## src/rtl/jrc_pkg.sv

```systemverilog
// Shared constants, result type and CRC32C byte update for the journal record checker.
// Used by jrc_parser and journal_record_checker; depends on nothing.
package jrc_pkg;

    localparam int unsigned POS_W     = 33;
    localparam int unsigned SEQ_W     = 64;
    localparam int unsigned LEN_W     = 32;
    localparam int unsigned CFG_IDX_W = 1;
    localparam int unsigned CFG_W     = 64;

    localparam logic [POS_W-1:0] HEADER_BYTES   = 33'd12;
    localparam logic [POS_W-1:0] SEQUENCE_END   = 33'd20;
    localparam logic [POS_W-1:0] MAGIC_END      = 33'd8;
    localparam logic [LEN_W-1:0] SEQUENCE_BYTES = 32'd8;

    localparam logic [31:0] RECORD_MAGIC = 32'h314A_4346;
    localparam logic [31:0] CRC_POLY     = 32'h82F6_3B78;
    localparam logic [31:0] CRC_INIT     = 32'hFFFF_FFFF;

    localparam logic [LEN_W-1:0] MAX_LEN_RESET = 32'd1048576;
    localparam logic [SEQ_W-1:0] SNAPSHOT_RESET = 64'd0;

    localparam logic [CFG_IDX_W-1:0] CFG_SNAPSHOT_SEQ = 1'b0;
    localparam logic [CFG_IDX_W-1:0] CFG_MAX_LEN      = 1'b1;

    localparam logic [2:0] V_ACCEPTED = 3'd0;
    localparam logic [2:0] V_SKIPPED  = 3'd1;
    localparam logic [2:0] V_MAGIC    = 3'd2;
    localparam logic [2:0] V_TOO_LONG = 3'd3;
    localparam logic [2:0] V_CHECKSUM = 3'd4;
    localparam logic [2:0] V_SHORT    = 3'd5;
    localparam logic [2:0] V_TORN     = 3'd6;

    typedef struct packed {
        logic             is_event;
        logic             done;
        logic [2:0]       verdict;
        logic [SEQ_W-1:0] record_seq;
        logic [POS_W-1:0] torn;
        logic             failed;
    } t_result;

    function automatic logic [31:0] crc32c_byte(input logic [31:0] crc, input logic [7:0] b);
        logic [31:0] c;
        c = crc ^ {24'd0, b};
        for (int k = 0; k < 8; k++) begin
            c = c[0] ? ((c >> 1) ^ CRC_POLY) : (c >> 1);
        end
        return c;
    endfunction

endpackage

```

## src/rtl/jrc_parser.sv

```systemverilog
// Record parser state and its combinational next-state and verdict logic.
// Depends on jrc_pkg for constants, the result struct and the CRC32C update.
module jrc_parser (
    input  logic                      i_clk,
    input  logic                      i_rst_n,
    input  logic                      i_step,
    input  logic [7:0]                i_byte,
    input  logic                      i_eos,
    input  logic [jrc_pkg::SEQ_W-1:0] i_snapshot_seq,
    input  logic [jrc_pkg::LEN_W-1:0] i_max_len,
    output jrc_pkg::t_result          o_result
);
    import jrc_pkg::*;

    logic [POS_W-1:0] r_pos, n_pos;
    logic [63:0]      r_hdr, n_hdr;
    logic [31:0]      r_exp_crc, n_exp_crc;
    logic [LEN_W-1:0] r_len, n_len;
    logic [31:0]      r_crc, n_crc;
    logic [SEQ_W-1:0] r_seq, n_seq;
    logic             r_err, n_err;

    logic [POS_W-1:0] pos_next;
    logic [POS_W-1:0] rec_end;
    logic [POS_W-1:0] off;
    logic             finish;
    t_result          res;

    assign pos_next = r_pos + 33'd1;
    assign rec_end  = {1'b0, r_len} + HEADER_BYTES;
    assign off      = r_pos - HEADER_BYTES;

    always_comb begin
        n_pos     = r_pos;
        n_hdr     = r_hdr;
        n_exp_crc = r_exp_crc;
        n_len     = r_len;
        n_crc     = r_crc;
        n_seq     = r_seq;
        n_err     = r_err;
        finish    = 1'b0;
        res       = '0;
        if (!r_err) begin
            if (r_pos < HEADER_BYTES) begin
                if (r_pos < MAGIC_END) begin
                    n_hdr[{r_pos[2:0], 3'b000} +: 8] = i_byte;
                end else begin
                    n_exp_crc[{r_pos[1:0], 3'b000} +: 8] = i_byte;
                end
                if (pos_next == HEADER_BYTES) begin
                    n_len = n_hdr[63:32];
                    if (n_hdr[31:0] != RECORD_MAGIC) begin
                        res.done    = 1'b1;
                        res.verdict = V_MAGIC;
                        n_err       = 1'b1;
                    end else if (n_len > i_max_len) begin
                        res.done    = 1'b1;
                        res.verdict = V_TOO_LONG;
                        n_err       = 1'b1;
                    end else if (n_len == '0) begin
                        finish = 1'b1;
                    end
                end
            end else begin
                n_crc = crc32c_byte(r_crc, i_byte);
                if (r_pos < SEQUENCE_END) begin
                    n_seq[{off[2:0], 3'b000} +: 8] = i_byte;
                end else begin
                    res.is_event = 1'b1;
                end
                if (pos_next == rec_end) begin
                    finish = 1'b1;
                end
            end

            if (finish) begin
                res.done = 1'b1;
                if (~n_crc != n_exp_crc) begin
                    res.verdict = V_CHECKSUM;
                    n_err       = 1'b1;
                end else if (n_len < SEQUENCE_BYTES) begin
                    res.verdict = V_SHORT;
                    n_err       = 1'b1;
                end else begin
                    res.record_seq = n_seq;
                    res.verdict    = (n_seq <= i_snapshot_seq) ? V_SKIPPED : V_ACCEPTED;
                end
            end

            if (res.done) begin
                n_pos     = '0;
                n_hdr     = '0;
                n_exp_crc = '0;
                n_len     = '0;
                n_crc     = CRC_INIT;
                n_seq     = '0;
            end else begin
                n_pos = pos_next;
                if (i_eos) begin
                    res.done    = 1'b1;
                    res.verdict = V_TORN;
                    res.torn    = pos_next;
                end
            end
        end
        res.failed = n_err;

        if (i_eos) begin
            n_pos     = '0;
            n_hdr     = '0;
            n_exp_crc = '0;
            n_len     = '0;
            n_crc     = CRC_INIT;
            n_seq     = '0;
            n_err     = 1'b0;
        end
    end

    always_ff @(posedge i_clk) begin
        if (!i_rst_n) begin
            r_pos     <= '0;
            r_hdr     <= '0;
            r_exp_crc <= '0;
            r_len     <= '0;
            r_crc     <= CRC_INIT;
            r_seq     <= '0;
            r_err     <= 1'b0;
        end else if (i_step) begin
            r_pos     <= n_pos;
            r_hdr     <= n_hdr;
            r_exp_crc <= n_exp_crc;
            r_len     <= n_len;
            r_crc     <= n_crc;
            r_seq     <= n_seq;
            r_err     <= n_err;
        end
    end

    assign o_result = res;

endmodule

```

## config.mk

```make
export PLATFORM = sky130hd
export DESIGN_NAME = jrc_parser
export DESIGN_NICKNAME = d
export VERILOG_FILES = /design/src/rtl/jrc_pkg.sv /design/src/rtl/jrc_parser.sv
export SDC_FILE = /design/constraint.sdc
export NUM_CORES = 1
export LEC_CHECK = 0
export ABC_AREA = 1
export BUFFER_PORTS_ARGS = -buffer_cell sky130_fd_sc_hd__buf_2
export CORE_ASPECT_RATIO = 1.25
export CORE_MARGIN = 2
export CORE_UTILIZATION = 62
export DETAILED_ROUTE_END_ITERATION = 10
export PLACE_DENSITY = 0.82
export SLEW_MARGIN = 20
export SYNTH_ARGS = -nofsm -noshare
export SYNTH_HDL_FRONTEND = slang
export SYNTH_SLANG_ARGS = --single-unit
export TNS_END_PERCENT = 5
```

## constraint.sdc

```tcl
create_clock -name i_clk -period 10.01 [get_ports i_clk]
set_input_delay 1.001 -clock i_clk [delete_from_list [all_inputs] [get_ports i_clk]]
set_output_delay 1.001 -clock i_clk [all_outputs]
set_load 0.05 [all_outputs]
```

; Word level (Yosys, flattened, before mapping)
; Cells that the tools add are included.
[totals]
reg_bits = 258
word_cells = 122
[classes]
addsub = 6
magnitude_cmp = 6
n_eq_ne = 5
shifts = 6
n_mux = 78
n_bitwise = 10
n_reduce_logical = 4
[op_table]
columns = operator, count
row1 = $mux W64, 15
row2 = $mux W32, 25
row3 = $mux W33, 5
row4 = $mux W68, 2
row5 = $not A16 Y17, 8
row6 = $bwmux W64, 2
row7 = $shift A8 B8 Y64 const A, 2
row8 = $shiftx A8 B8 Y64, 2
row9 = $mux W102, 1
row10 = $lt A33 B4 Y1 const B, 2
row11 = $le A64 B64 Y1, 1
row12 = $add A32 B4 Y33 const B, 1
row13 = $add A33 B1 Y33 const B, 1
row14 = $eq A33 B33 Y1, 1
row15 = $eq A33 B4 Y1 const B, 1
row16 = $lt A33 B5 Y1 const B, 1
row17 = $bwmux W32, 1
row18 = $gt A32 B32 Y1, 1
row19 = $logic_not A32 Y1, 1
row20 = $lt A32 B4 Y1 const B, 1
row21 = $ne A32 B30 Y1 const B, 1
row22 = $ne A32 B32 Y1, 1
row23 = $not A32 Y32, 1
row24 = $shift A8 B7 Y32 const A, 1
row25 = 12 further kinds, 37

; Logic depth before layout (Yosys ltp)
[logic_depth]
ltp_word = 27
mapped_depth = 33

; Least setup slack after synthesis
; Ideal clock, no wire load.
[synth_path]
kind = reg-to-output
from = register r_pos[0]
to = output o_result[24] (netlist bit)
arrival_time_ns = 5.710
t_required_ns = 9.009
setup_slack_ns = 3.299
stages_incl_launch_ff = 25
n_path_buf = 5
path_cell_list = dfxtp_1 inv_1 clkbuf_1 ha_1 ha_1 clkbuf_1 inv_1 nor4_1 nand2_2 buf_2 o21ai_0 inv_1 ha_1 nand2_1 inv_1 o21ai_0 a21oi_1 o21ai_0 o211a_1 o21ai_0 o21ai_0 a21oi_1 buf_2 buf_2 nor4_1
[synth_rtl]
columns = item, line
row1 = start: declaration, jrc_parser.sv:15  ; logic [POS_W-1:0] r_pos, n_pos;
row2 = start signal: assignment, jrc_parser.sv:129  ; r_pos <= n_pos;
row3 = end: declaration, jrc_parser.sv:11  ; output jrc_pkg::t_result o_result

==> metrics.txt <==
status complete, but fails checks; violated checks max-slew violations; Clock Pin Slew Worst Setup and Hold Paths 0.06 ns; Worst Hold Path EP r_len[16]$_SDFFE_PN0P_; Avg WL per Cell 17.9 um; via count 26897; critical path class reg -> out; Power Dens Cells 106 nW/um2; Worst Tran Pin Value 1.58 ns; Mapped Area 23000 um2; Worst path slowest cell dfxtp_1; WHS Path Cells 2; Clock Latency Late Sink 0.60 ns; WP buf/inv 7; Chip Width 176 um; CP Data Arrival Time 7.81 ns; Fin Setup TNS 0 ns; DR DRC count 0; CTS H-tree depth 1; Cell Chain, Critical Path inv_1, ha_1, ha_1, inv_1, nor4_1, nand2_2, o21ai_0, inv_1, ha_1, nand4_1, inv_1, nand3b_1, o21ai_0, inv_1, nor3_1, nand2_1, nand2_2, nand4_4, buf_4, nor2_1, buf_2; library cells used by synthesis 51; Tightest Hold Check Type reg -> reg; Yosys warning total 0; most frequent CP cell inv_1; FILL cells 3529; worst hold start r_len[16]$_SDFFE_PN0P_; Mapped Cells 3994; Max Slew Vio Count 78; post-CTS resize count 0; die area 38600 um2; Peak Freq 0.113 GHz; min cycle time layout 8.81 ns; PortBufs 210; DRT iter0 DRCs 3399; Num Clock Sinks 258; post-DP HPWL 59300 um; worst reg2reg setup slack 2.56 ns; row count 78; fin util 0.685; Area Overhead vs Synth 8.51%; via-per-instance ratio 5.89; syn_nets 4206; CTS tree built; final hold vios 0; reg-to-reg startpoint r_pos[0]$_SDFFE_PN0P_; clk buf depth 3; Worst slew margin -0.0549; sequential area share after synthesis 0.225; Startpoint Class flop; final hold slack 0.462 ns; Final ANT Viol Nets 0; Worst VDD drop 0.000129 V; EDFF count, synth 0; routability cong. 0.990; ys flop type dfxtp_1; GRT overflow 0; vias in the first global route 23917; Post-CTS Hold Buffers 0; IO Count 211; maximum fanout along the worst path 38; clk root buf clkbuf_16; cell family with most CP delay simple AND/OR/NAND/NOR gates; RSZ-0062 raised after global routing no; Async SR Flop Fraction 0; Avg Cell Area, Syn 5.75 um2; final setup fails 0; Yosys reg bits 258; first-pass GRT wire length 128000 um; effective utilization at floorplan 0.631; antenna violations before repair 0; CP max stage delay 0.76 ns; Critical Path RT 9.01 ns; max_cap viols 0; Core ar. 36400 um2; Die Height 219 um; drt first pass iters 6; gr usage total 0.412; share of layout cells above drive strength 1 0.0981; Final period util 0.880; NumNets Final 4281; R2R depth 24; crit end category output pin; WL final 81800 um; CTS buffer count 30; Layout Skew 0.0146 ns; largest net degree at the start of global routing 223; P_leak 12.4 nW; Worst R2R End r_len[3]$_SDFFE_PN0P_; Post-CTS Setup Bufs 0
cell usage in the layout (no fill, tap or decap), types with 13 or more instances in the layout:
master / netlist / final
nand2_1: 1233 / 1233
inv_1: 556 / 556
nor2_1: 342 / 341
a21oi_1: 293 / 291
nand3_1: 288 / 288
dfxtp_1: 258 / 258
buf_2: 43 / 210
nand4_1: 185 / 185
o21ai_0: 136 / 136
ha_1: 104 / 104
nor2_2: 73 / 73
nor3_1: 66 / 65
xor2_1: 55 / 55
nor4_1: 42 / 42
clkbuf_16: 0 / 30
o21a_1: 23 / 23
o211ai_1: 21 / 21
nand3b_1: 17 / 17
or2_2: 17 / 17
nand2_2: 14 / 14
o21ai_1: 13 / 13
buf_4: 25 / 13
state kept, by name (all words and copies together), names as in the netlist:
| register | cells |
|---|---|
| r_seq | 64 |
| r_hdr | 64 |
| r_len | 32 |
| r_exp_crc | 32 |
| r_err | 1 |
| r_crc | 32 |
| r_pos | 33 |
cell usage after synthesis (11+ instances only):
cell / instances / share of area
a21oi_1: 293 / 0.064
a22oi_1: 11 / 0.0036
buf_2: 43 / 0.0094
buf_4: 25 / 0.0082
clkbuf_1: 95 / 0.016
dfxtp_1: 258 / 0.22
ha_1: 104 / 0.057
inv_1: 556 / 0.091
nand2_1: 1233 / 0.20
nand2_2: 14 / 0.0038
nand3_1: 288 / 0.063
nand3b_1: 17 / 0.0056
nand4_1: 185 / 0.050
nor2_1: 342 / 0.056
nor2_2: 73 / 0.020
nor3_1: 66 / 0.014
nor4_1: 42 / 0.011
o211ai_1: 21 / 0.0069
o21a_1: 23 / 0.0075
o21ai_0: 136 / 0.030
o21ai_1: 13 / 0.0028
or2_2: 17 / 0.0046
xor2_1: 55 / 0.021
kinds of logic after synthesis:
logic type	share of synthesized area
simple gates	0.438
buf+inv	0.132
compound gates	0.124
flops	0.225
fa+ha+maj	0.0566
xor+xnor	0.0243
worst max path at each step:
stage                          startpoint           end  depth (start not counted)
floorplan           r_pos[0]$_SDFFE_PN0P_  o_result[24]                         24
global placement    r_pos[0]$_SDFFE_PN0P_  o_result[36]                         22
detailed placement  r_pos[0]$_SDFFE_PN0P_  o_result[53]                         21
CTS                 r_pos[0]$_SDFFE_PN0P_  o_result[53]                         25
global route        r_pos[0]$_SDFFE_PN0P_  o_result[35]                         25
finish              r_pos[0]$_SDFFE_PN0P_  o_result[34]                         21
layer usage:
layer | vias to the layer above | part of all wire | track usage
met4 | 0 | 0.054 | 0.202
met2 | 1586 | 0.44 | 0.659
li1 | 13033 | - | -
met3 | 290 | 0.11 | 0.0688
met1 | 11988 | 0.40 | 0.538
met5 | - | 0 | 0
power by group:
group | leakage, nW | internal (mW) | switching [mW] | total, mW
sequential | 2.08 | 1.04 | 0.00860 | 1.04
combinational | 9.84 | 0.117 | 0.308 | 0.425
clock | 0.502 | 0.693 | 0.485 | 1.18
total | 12.4 | 1.85 | 0.801 | 2.65
worst min-delay path, cell delays in order (launching register included):
cell and delay (ns):
dfxtp_1 0.30, nand2_1 0.06, a21oi_1 0.05
area by class of cell:
class                   instances  area, um2  area share
inverters                     567       2140      0.0857
repair buffers                226       1210      0.0485
diodes                          1       2.50    0.000100
clock inverters                10        165     0.00662
multi-input cells            2986      14800       0.594
clock buffers                  41        852      0.0342
well taps                     480        601      0.0241
flip-flops and latches        258       5160       0.207
per-stage QoR:
stage               setup slack (ns)  power, mW  instance area [um2]  cells
finish                          1.20       2.65                24900   4569
global route                   0.517       2.72                24900   4568
CTS                             1.32       2.63                24900   4568
detailed placement              1.95       1.48                23900   4517
global placement                2.19       1.47                23900   4517
floorplan                       3.30       1.36                23000   3994
Note: power is estimated with default switching activity, not from simulation.
